`config.mk`:
```
export PLATFORM = sky130hd
export DESIGN_NAME = buddy_block_allocator_core
export DESIGN_NICKNAME = d
export VERILOG_FILES = /design/src/rtl/bba_pkg.sv /design/src/rtl/bba_ram.sv /design/src/rtl/bba_scan.sv /design/src/rtl/buddy_block_allocator_core.sv
export SDC_FILE = /design/constraint.sdc
export NUM_CORES = 2
export LEC_CHECK = 0
export ABC_AREA = 0
export BUFFER_PORTS_ARGS = -buffer_cell sky130_fd_sc_hd__buf_4
export CAP_MARGIN = 30
export CORE_UTILIZATION = 45
export CTS_BUF_LIST = sky130_fd_sc_hd__clkbuf_4 sky130_fd_sc_hd__clkbuf_8
export DETAILED_ROUTE_END_ITERATION = 10
export GPL_TIMING_DRIVEN = 1
export PLACE_DENSITY = 0.67
export RECOVER_POWER = 100
export REMOVE_ABC_BUFFERS = 1
export SLEW_MARGIN = 20
export SYNTH_ARGS = -nofsm -noshare
export SYNTH_HDL_FRONTEND = slang
export SYNTH_SLANG_ARGS = --single-unit
```
`constraint.sdc`:
```
create_clock -name clk_i -period 14 [get_ports clk_i]
set_clock_uncertainty 0.15 [all_clocks]
set_input_delay 2.8 -clock clk_i [delete_from_list [all_inputs] [get_ports clk_i]]
set_output_delay 2.8 -clock clk_i [all_outputs]
set_load 0.005 [all_outputs]
```
`src/rtl/bba_pkg.sv`:
```
// ----------------------------------------------------------------------------
// bba_pkg
// Shared types and constants of the buddy block allocator.
// ----------------------------------------------------------------------------
`default_nettype none

package bba_pkg;

  localparam int WORD_W   = 32;
  localparam int WORD_LSB = 5;

  typedef enum logic [1:0] {
    ST_OK  = 2'd0,
    ST_BAD = 2'd1,
    ST_OOM = 2'd2
  } status_e;

  typedef enum logic {
    CMD_ALLOC = 1'b0,
    CMD_FREE  = 1'b1
  } cmd_e;

  typedef struct packed {
    logic                found;
    logic [WORD_LSB-1:0] bsel;
  } bba_hit_t;

endpackage

`default_nettype wire

```
`src/rtl/bba_ram.sv`:
```
// ----------------------------------------------------------------------------
// bba_ram
// Generic single-write, single-read RAM with registered read data.
// ----------------------------------------------------------------------------
`default_nettype none

module bba_ram #(
  parameter int WIDTH = 32,
  parameter int DEPTH = 64
) (
  input  wire logic                     clk_i,
  input  wire logic                     we_i,
  input  wire logic [$clog2(DEPTH)-1:0] waddr_i,
  input  wire logic [WIDTH-1:0]         wdata_i,
  input  wire logic [$clog2(DEPTH)-1:0] raddr_i,
  output logic      [WIDTH-1:0]         rdata_o
);

  logic [WIDTH-1:0] mem_q [DEPTH];
  logic [WIDTH-1:0] rdata_q;

  always_ff @(posedge clk_i) begin
    if (we_i) begin
      mem_q[waddr_i] <= wdata_i;
    end
    rdata_q <= mem_q[raddr_i];
  end

  assign rdata_o = rdata_q;

endmodule

`default_nettype wire

```
`src/rtl/bba_scan.sv`:
```
// ----------------------------------------------------------------------------
// bba_scan
// Lowest set free bit of one memory word inside a level's position window.
// ----------------------------------------------------------------------------
`default_nettype none

module bba_scan #(
  parameter int POSW = 11
) (
  input  wire logic [bba_pkg::WORD_W-1:0]          word_i,
  input  wire logic [POSW-bba_pkg::WORD_LSB-1:0]   waddr_i,
  input  wire logic [POSW-1:0]                     lo_i,
  input  wire logic [POSW-1:0]                     hi_i,
  output bba_pkg::bba_hit_t                        hit_o
);
  import bba_pkg::*;

  logic [WORD_W-1:0] mask;
  logic [POSW-1:0]   pos [WORD_W];

  always_comb begin
    for (int b = 0; b < WORD_W; b++) begin
      pos[b]  = {waddr_i, WORD_LSB'(b)};
      mask[b] = word_i[b] && (pos[b] >= lo_i) && (pos[b] < hi_i);
    end
  end

  always_comb begin
    hit_o.found = |mask;
    hit_o.bsel  = '0;
    for (int b = WORD_W - 1; b >= 0; b--) begin
      if (mask[b]) begin
        hit_o.bsel = WORD_LSB'(b);
      end
    end
  end

endmodule

`default_nettype wire

```
`src/rtl/buddy_block_allocator_core.sv`:
```
// ----------------------------------------------------------------------------
// buddy_block_allocator_core
// Binary buddy allocator; free bits of all orders live in one word RAM.
// ----------------------------------------------------------------------------
// Steps: a bad size goes straight to the response; allocate scans 32-bit words
//   for a free bit, then splits down to the order; free merges order by order.
// Throughput: one request at a time, set by the single RAM read-modify-write.
// Reset: a clearing pass over the 2^(POOL_ORDER+1)/32 RAM words (64 by default,
//   at least 2) initializes the RAM; no request is taken until it ends.
`default_nettype none

module buddy_block_allocator_core #(
  parameter int POOL_ORDER  = 10,
  parameter int BLOCK_BYTES = 4096
) (
  input  wire logic        clk_i,
  input  wire logic        rst_ni,
  input  wire logic        in_valid_i,
  output logic             in_stall_o,
  input  wire logic        command_i,
  input  wire logic [22:0] size_bytes_i,
  input  wire logic [9:0]  block_offset_i,
  output logic             out_valid_o,
  input  wire logic        out_stall_i,
  output logic      [1:0]  status_o,
  output logic      [9:0]  granted_offset_o,
  output logic      [3:0]  granted_order_o
);
  import bba_pkg::*;

  localparam int TWO_P1     = 2 ** (POOL_ORDER + 1);
  localparam int NWORDS_RAW = (TWO_P1 + WORD_W - 1) / WORD_W;
  localparam int NWORDS     = (NWORDS_RAW < 2) ? 2 : NWORDS_RAW;
  localparam int AW         = $clog2(NWORDS);
  localparam int POSW       = AW + WORD_LSB;
  localparam int IW         = POOL_ORDER;
  localparam int FC         = TWO_P1 - 2;
  localparam logic [63:0] HALF = 64'(BLOCK_BYTES) << (POOL_ORDER - 1);
  localparam logic [3:0]  TOP  = 4'(POOL_ORDER - 1);

  typedef enum logic [8:0] {
    S_CLEAR  = 9'b000000001,
    S_IDLE   = 9'b000000010,
    S_SRD    = 9'b000000100,
    S_SCHK   = 9'b000001000,
    S_SPL_RD = 9'b000010000,
    S_SPL_WR = 9'b000100000,
    S_FRD    = 9'b001000000,
    S_FWR    = 9'b010000000,
    S_DONE   = 9'b100000000
  } state_e;

  function automatic logic [POSW-1:0] lvl_base(input logic [3:0] j);
    lvl_base = POSW'(TWO_P1 - (1 << (POOL_ORDER + 1 - int'(j))));
  endfunction

  function automatic logic [POSW-1:0] lvl_end(input logic [3:0] j);
    lvl_end = POSW'(TWO_P1 - (1 << (POOL_ORDER - int'(j))));
  endfunction

  state_e        state_q, state_d;
  logic [3:0]    k_q, k_d, j_q, j_d;
  logic [IW-1:0] idx_q, idx_d;
  logic [AW-1:0] wa_q, wa_d, clr_q, clr_d;
  logic          cmd_q, cmd_d;
  status_e       st_q, st_d;
  logic          out_valid_q, out_valid_d;
  logic [1:0]    out_status_q, out_status_d;
  logic [9:0]    out_off_q, out_off_d;
  logic [3:0]    out_order_q, out_order_d;

  logic              ram_we;
  logic [AW-1:0]     ram_waddr, ram_raddr;
  logic [WORD_W-1:0] ram_wdata, ram_rdata, init_word;

  logic [63:0]       sz64;
  logic              bad;
  logic [3:0]        k_dec;
  logic [IW-1:0]     fpos;
  logic [POSW-1:0]   lo, hi, hit_pos, pos_s, pos_f, base_k, base_up;
  logic [POSW:0]     nxt_start;
  logic [WORD_LSB-1:0] fb;
  logic [31:0]       off_full;
  bba_hit_t          hit;

  bba_ram #(.WIDTH(WORD_W), .DEPTH(NWORDS)) u_ram (
    .clk_i  (clk_i),
    .we_i   (ram_we),
    .waddr_i(ram_waddr),
    .wdata_i(ram_wdata),
    .raddr_i(ram_raddr),
    .rdata_o(ram_rdata)
  );

  assign lo = lvl_base(j_q);
  assign hi = lvl_end(j_q);

  bba_scan #(.POSW(POSW)) u_scan (
    .word_i (ram_rdata),
    .waddr_i(wa_q),
    .lo_i   (lo),
    .hi_i   (hi),
    .hit_o  (hit)
  );

  always_comb begin
    sz64  = 64'(size_bytes_i);
    bad   = (size_bytes_i == '0) || (sz64 > HALF);
    k_dec = TOP;
    for (int i = POOL_ORDER - 2; i >= 0; i--) begin
      if (sz64 <= (64'(BLOCK_BYTES) << i)) begin
        k_dec = 4'(i);
      end
    end
    fpos = IW'(block_offset_i);
  end

  always_comb begin
    for (int b = 0; b < WORD_W; b++) begin
      init_word[b] = ({clr_q, WORD_LSB'(b)} == POSW'(FC - 2)) ||
                     ({clr_q, WORD_LSB'(b)} == POSW'(FC - 1));
    end
  end

  assign base_k    = lvl_base(k_dec);
  assign base_up   = lvl_base(j_q + 4'd1);
  assign hit_pos   = {wa_q, hit.bsel};
  assign nxt_start = {1'b0, wa_q, {WORD_LSB{1'b0}}} + (POSW + 1)'(WORD_W);
  assign pos_s     = lvl_base(j_q) + POSW'(idx_q) + POSW'(1);
  assign pos_f     = lvl_base(j_q) + POSW'(idx_q);
  assign fb        = pos_f[WORD_LSB-1:0];
  assign off_full  = 32'(idx_q) << k_q;

  always_comb begin
    state_d      = state_q;
    k_d          = k_q;
    j_d          = j_q;
    idx_d        = idx_q;
    wa_d         = wa_q;
    clr_d        = clr_q;
    cmd_d        = cmd_q;
    st_d         = st_q;
    out_valid_d  = out_valid_q && out_stall_i;
    out_status_d = out_status_q;
    out_off_d    = out_off_q;
    out_order_d  = out_order_q;
    ram_we       = 1'b0;
    ram_waddr    = wa_q;
    ram_wdata    = ram_rdata;
    ram_raddr    = wa_q;

    case (state_q)
      S_CLEAR: begin
        ram_we    = 1'b1;
        ram_waddr = clr_q;
        ram_wdata = init_word;
        clr_d     = clr_q + AW'(1);
        if (clr_q == AW'(NWORDS - 1)) begin
          state_d = S_IDLE;
        end
      end
      S_IDLE: begin
        if (in_valid_i) begin
          cmd_d = command_i;
          k_d   = k_dec;
          j_d   = k_dec;
          if (bad) begin
            st_d    = ST_BAD;
            state_d = S_DONE;
          end else if (command_i == CMD_ALLOC) begin
            st_d    = ST_OK;
            wa_d    = base_k[POSW-1:WORD_LSB];
            state_d = S_SRD;
          end else begin
            st_d    = ST_OK;
            idx_d   = fpos >> k_dec;
            state_d = S_FRD;
          end
        end
      end
      S_SRD: begin
        state_d = S_SCHK;
      end
      S_SCHK: begin
        if (hit.found) begin
          ram_we    = 1'b1;
          ram_wdata = ram_rdata & ~(WORD_W'(1) << hit.bsel);
          idx_d     = IW'(hit_pos - lo);
          if (j_q > k_q) begin
            j_d     = j_q - 4'd1;
            idx_d   = IW'(hit_pos - lo) << 1;
            state_d = S_SPL_RD;
          end else begin
            state_d = S_DONE;
          end
        end else if (nxt_start >= {1'b0, hi}) begin
          if (j_q == TOP) begin
            st_d    = ST_OOM;
            state_d = S_DONE;
          end else begin
            j_d     = j_q + 4'd1;
            wa_d    = base_up[POSW-1:WORD_LSB];
            state_d = S_SRD;
          end
        end else begin
          wa_d    = wa_q + AW'(1);
          state_d = S_SRD;
        end
      end
      S_SPL_RD: begin
        ram_raddr = pos_s[POSW-1:WORD_LSB];
        state_d   = S_SPL_WR;
      end
      S_SPL_WR: begin
        ram_we    = 1'b1;
        ram_waddr = pos_s[POSW-1:WORD_LSB];
        ram_wdata = ram_rdata | (WORD_W'(1) << pos_s[WORD_LSB-1:0]);
        if (j_q > k_q) begin
          j_d     = j_q - 4'd1;
          idx_d   = idx_q << 1;
          state_d = S_SPL_RD;
        end else begin
          state_d = S_DONE;
        end
      end
      S_FRD: begin
        ram_raddr = pos_f[POSW-1:WORD_LSB];
        state_d   = S_FWR;
      end
      S_FWR: begin
        ram_we    = 1'b1;
        ram_waddr = pos_f[POSW-1:WORD_LSB];
        if ((j_q != TOP) && ram_rdata[fb ^ WORD_LSB'(1)]) begin
          ram_wdata = ram_rdata & ~(WORD_W'(1) << fb) & ~(WORD_W'(1) << (fb ^ WORD_LSB'(1)));
          j_d       = j_q + 4'd1;
          idx_d     = idx_q >> 1;
          state_d   = S_FRD;
        end else begin
          ram_wdata = ram_rdata | (WORD_W'(1) << fb);
          state_d   = S_DONE;
        end
      end
      S_DONE: begin
        if (!out_valid_q || !out_stall_i) begin
          out_valid_d  = 1'b1;
          out_status_d = st_q;
          out_order_d  = (st_q == ST_BAD) ? 4'd0 : k_q;
          out_off_d    = ((st_q == ST_OK) && (cmd_q == CMD_ALLOC)) ? off_full[9:0] : 10'd0;
          state_d      = S_IDLE;
        end
      end
      default: begin
        state_d = S_IDLE;
      end
    endcase
  end

  always_ff @(posedge clk_i or negedge rst_ni) begin
    if (!rst_ni) begin
      state_q      <= S_CLEAR;
      clr_q        <= '0;
      out_valid_q  <= 1'b0;
      st_q         <= ST_OK;
      cmd_q        <= 1'b0;
      k_q          <= '0;
      j_q          <= '0;
      idx_q        <= '0;
      wa_q         <= '0;
      out_status_q <= '0;
      out_off_q    <= '0;
      out_order_q  <= '0;
    end else begin
      state_q      <= state_d;
      clr_q        <= clr_d;
      out_valid_q  <= out_valid_d;
      st_q         <= st_d;
      cmd_q        <= cmd_d;
      k_q          <= k_d;
      j_q          <= j_d;
      idx_q        <= idx_d;
      wa_q         <= wa_d;
      out_status_q <= out_status_d;
      out_off_q    <= out_off_d;
      out_order_q  <= out_order_d;
    end
  end

  assign in_stall_o       = (state_q != S_IDLE);
  assign out_valid_o      = out_valid_q;
  assign status_o         = out_status_q;
  assign granted_offset_o = out_off_q;
  assign granted_order_o  = out_order_q;

endmodule

`default_nettype wire

```
==> impl_metrics.tcl <==
set metrics [dict create \
    antenna_violations_before_repair 23 \
    grt_util_all_layers_pct 27.69 \
    yosysWarningCount 0 \
    hold_path.class "flip-flop to flip-flop" \
    r2r_cells 26 \
    io_buffers 55 \
    final_common_cell "sky130_fd_sc_hd__nand2_1" \
    grt_pass1_vias 60970 \
    drc 0 \
    cp_slowest_cell "sky130_fd_sc_hd__clkbuf_1" \
    clk_path_buf_depth 4 \
    placed_cells 9922 \
    cts_resized 0 \
    power.static_leakage_nw 35.42 \
    clockRootBuffer "sky130_fd_sc_hd__clkbuf_8" \
    grt_start_max_net_pins 201 \
    core_area_mm2 0.2005 \
    run_status "complete, but fails checks" \
    cts.hold.buffers_added 0 \
    worst_setup_path_end_kind "flip-flop" \
    preCtsSetupSlack_ns 3.496 \
    final_period_minus_worst_setup_slack_ns 12.46 \
    worst-endpoint-required_ns 14.79 \
    sequential_cell_area_mm2 0.06362 \
    period_share_pct 89.03 \
    multi_input_comb_area_mm2 0.02577 \
    maxSlewViolCount 2032 \
    dieHeight_um 452.0 \
    area.growth.synth_to_final_pct 11.46 \
    final_critical_path_setup_slack_ns 1.536 \
    chipWidth_um 452.0 \
    vias_per_cell 6.103 \
    worst_slew_margin_rel_pct -190.3 \
    finish.utilization_pct 50.66 \
    timing_hold_violations_final 0 \
    start_util_pct 45.45 \
    clkSlewWorstSetupHoldPaths_ns 0.08 \
    worst_hold_path_cell_count 2 \
    place.gp.congestion 0.9596 \
    synth.ff_latch_count 2139 \
    layoutNonFillerInstCount 10560 \
    rsz0062_at_grt "false" \
    ys_seq_area_share_pct 69.82 \
    worst-slew-pin-transition_ns 4.354 \
    via_count 64450 \
    placement_rows 164 \
    synth.cell_area_mm2 0.09112 \
    critical_path_arrival_ns 13.26 \
    grt_first_pass_wirelength_um 416400 \
    worst_setup_path_start_kind "flip-flop" \
    top_level_ports 56 \
    drive_above_1_share_pct 10.78 \
    max_freq_ghz 0.08023 \
    synth-edff-count 2048 \
    power.density_mw_per_mm2 251.4 \
    postSynthCellCount 7489 \
    drt.antenna.violating_nets 0 \
    violations "max-capacitance violations, max-slew violations" \
    vdd.ir_drop.worst_mv 0.2730 \
    nets 7724 \
    clock-sinks 2139 \
    dominant_synthesized_flop_cell "sky130_fd_sc_hd__edfxtp_1" \
    timing.setup.critical_path_class "flip-flop to flip-flop" \
    dieArea_mm2 0.2043 \
    tritoncts.num_buffers 354 \
    fin_total_pwr_mw 25.53 \
    clock_tree.htree_level_count 5 \
    yosysUniqueCellTypes 111 \
    syn_avg_cell_area_um2 12.17 \
    tritoncts "done" \
    post_detailed_route_wirelength_per_cell_um 27.29 \
    globalRouteOverflowTotal 0 \
    dpl.hpwl_um 168300 \
    async_set_or_reset_flop_fraction_in_the_synthesized_netlist_pct 2.758 \
    drt-initial-drc-count 8427 \
    setup-violations-final 0 \
    detail_route.wirelength_um 288200 \
    cap_violations 69 \
    cts_setup_buffers 0 \
    cp_slowest_stage_delay_ns 2.11 \
    most-common-layout-cells "sky130_fd_sc_hd__nand2_1, sky130_fd_sc_hd__edfxtp_1, sky130_fd_sc_hd__nand3_1, sky130_fd_sc_hd__clkbuf_8, sky130_fd_sc_hd__a21oi_1" \
    drt_first_pass_iters 6 \
    num-fill-cells 16810 \
    critPathMaxFanout 35 \
    finalHoldWorstSlack_ns 0.3406 \
    clock_latency_ns 1.11 \
]
-- worst paths after layout --
check                                         from  slack (ns)                 end
worst max-delay path                        j_q[2]        1.54    u_ram.rdata_o[2]
worst min-delay path            granted_order_o[2]        0.34  granted_order_o[2]
worst max register to register              j_q[2]        1.54    u_ram.rdata_o[2]
worst min register to register  granted_order_o[2]        0.34  granted_order_o[2]
max in group asynchronous                   rst_ni        9.15            clr_q[1]
min in group asynchronous                   rst_ni        2.67              k_q[0]
-- routing by layer --
metal	GRT usage (%)	part of all wire, %	vias up
met5	0	0.037	-
met2	42.83	45	3738
met3	6.042	11	688
met4	13.12	5.4	14
met1	37.24	39	31970
li1	-	-	28040
-- cell usage after synthesis (9+ instances only) --
master                     count  area, um2
sky130_fd_sc_hd__o211ai_1     60      450.4
sky130_fd_sc_hd__ha_1         50      625.6
sky130_fd_sc_hd__a31oi_1     179       1120
sky130_fd_sc_hd__nor4_1       51      319.1
sky130_fd_sc_hd__buf_1        49      183.9
sky130_fd_sc_hd__xor2_1       15      131.4
sky130_fd_sc_hd__a21oi_1     361       1807
sky130_fd_sc_hd__nand4_1      23      143.9
sky130_fd_sc_hd__or2_2        15      93.84
sky130_fd_sc_hd__a32oi_1      67      586.8
sky130_fd_sc_hd__o221ai_1     39      341.6
sky130_fd_sc_hd__edfxtp_1   2048      61500
sky130_fd_sc_hd__inv_1        49      183.9
sky130_fd_sc_hd__nand2_1    2178       8175
sky130_fd_sc_hd__mux2i_1     102       1021
sky130_fd_sc_hd__o22ai_1      45      281.5
sky130_fd_sc_hd__dfxtp_1      32      640.6
sky130_fd_sc_hd__o31ai_1      12      90.09
sky130_fd_sc_hd__mux2_2       18      202.7
sky130_fd_sc_hd__and3_1      113      706.9
sky130_fd_sc_hd__a41oi_1      36      315.3
sky130_fd_sc_hd__nor2_1      203      762.0
sky130_fd_sc_hd__o21a_1       13      97.59
sky130_fd_sc_hd__clkbuf_1    244      915.9
sky130_fd_sc_hd__nand3_1     620       3103
sky130_fd_sc_hd__o211a_1      33      330.3
sky130_fd_sc_hd__nand3b_1     11      82.58
sky130_fd_sc_hd__nor3b_1      12      90.09
sky130_fd_sc_hd__a21o_1       47      352.8
sky130_fd_sc_hd__or3_1         9      56.30
sky130_fd_sc_hd__dfrtp_1      58       1451
sky130_fd_sc_hd__xnor2_1      22      192.7
sky130_fd_sc_hd__nand2b_1     31      193.9
sky130_fd_sc_hd__a222oi_1     14      140.1
sky130_fd_sc_hd__or4_1        39      292.8
sky130_fd_sc_hd__a211oi_1     20      150.1
sky130_fd_sc_hd__buf_2       164      820.8
sky130_fd_sc_hd__nor3_1       43      215.2
sky130_fd_sc_hd__nor2b_1      23      143.9
sky130_fd_sc_hd__a221oi_1     14      122.6
sky130_fd_sc_hd__and2_1       16      100.1
sky130_fd_sc_hd__mux4_2       14      315.3
sky130_fd_sc_hd__o21ai_0     125      625.6
-- stage by stage --
| stage | setup TNS [ns] | instance area, um2 |
|---|---|---|
| 2_1_floorplan | -275.81 | 89150 |
| 3_5_place_dp | 0 | 95600 |
| 6_report | 0 | 101600 |
| 3_3_place_gp | 0 | 95090 |
| 4_1_cts | 0 | 102300 |
| 5_1_grt | 0 | 101500 |
-- logic make-up (layout without fill, tap and decap cells) --
group / Yosys count / in the layout / share of synthesized area (%)
other cells: 0 / 13 / 0
simple gates: 3418 / 3418 / 16.25
compound gates: 1188 / 1188 / 8.707
buf+inv: 516 / 918 / 2.381
fa+ha+maj: 54 / 54 / 0.7525
xor+xnor: 38 / 38 / 0.3735
mux: 136 / 136 / 1.714
flops: 2139 / 2139 / 69.82
-- cell type report --
type	count	share of cell area [%]
repair buffers	251	1.900
well taps	2656	3.272
diodes	13	0.03203
flip-flops and latches	2139	62.64
inverters	54	0.1996
multi-input cells	4834	25.38
clock buffers	483	5.880
clock inverters	130	0.6973
-- report_power, final --
group	total (mW)	switching [mW]	internal (mW)	leakage (nW)
Clock	5.28	2.44	2.84	3.57
Sequential	8.45	0.282	8.17	19.4
Combinational	11.8	8.71	3.09	12.5
-- state kept, by name, indices dropped and copies added (netlist names), 4 cells and up --
register	cells
wa_q	6
granted_order_o	4
granted_offset_o	10
u_ram.mem_q	2048
clr_q	6
state_q	9
u_ram.rdata_o	32
idx_q	10
j_q	4
k_q	4
-- worst max-delay path: cells and delay by family (launching register included) --
| kind | cells | cell delay (ns) |
|---|---|---|
| AO/OA/AOI/OAI | 6 | 1.49 |
| buffers and inverters | 6 | 3.56 |
| AND/OR/NAND/NOR | 9 | 4.41 |
| XOR/XNOR | 2 | 0.50 |
| flip-flops | 1 | 0.86 |
| adder cells (fa/ha/maj) | 3 | 1.30 |
Power figures use the tool's default switching activity.
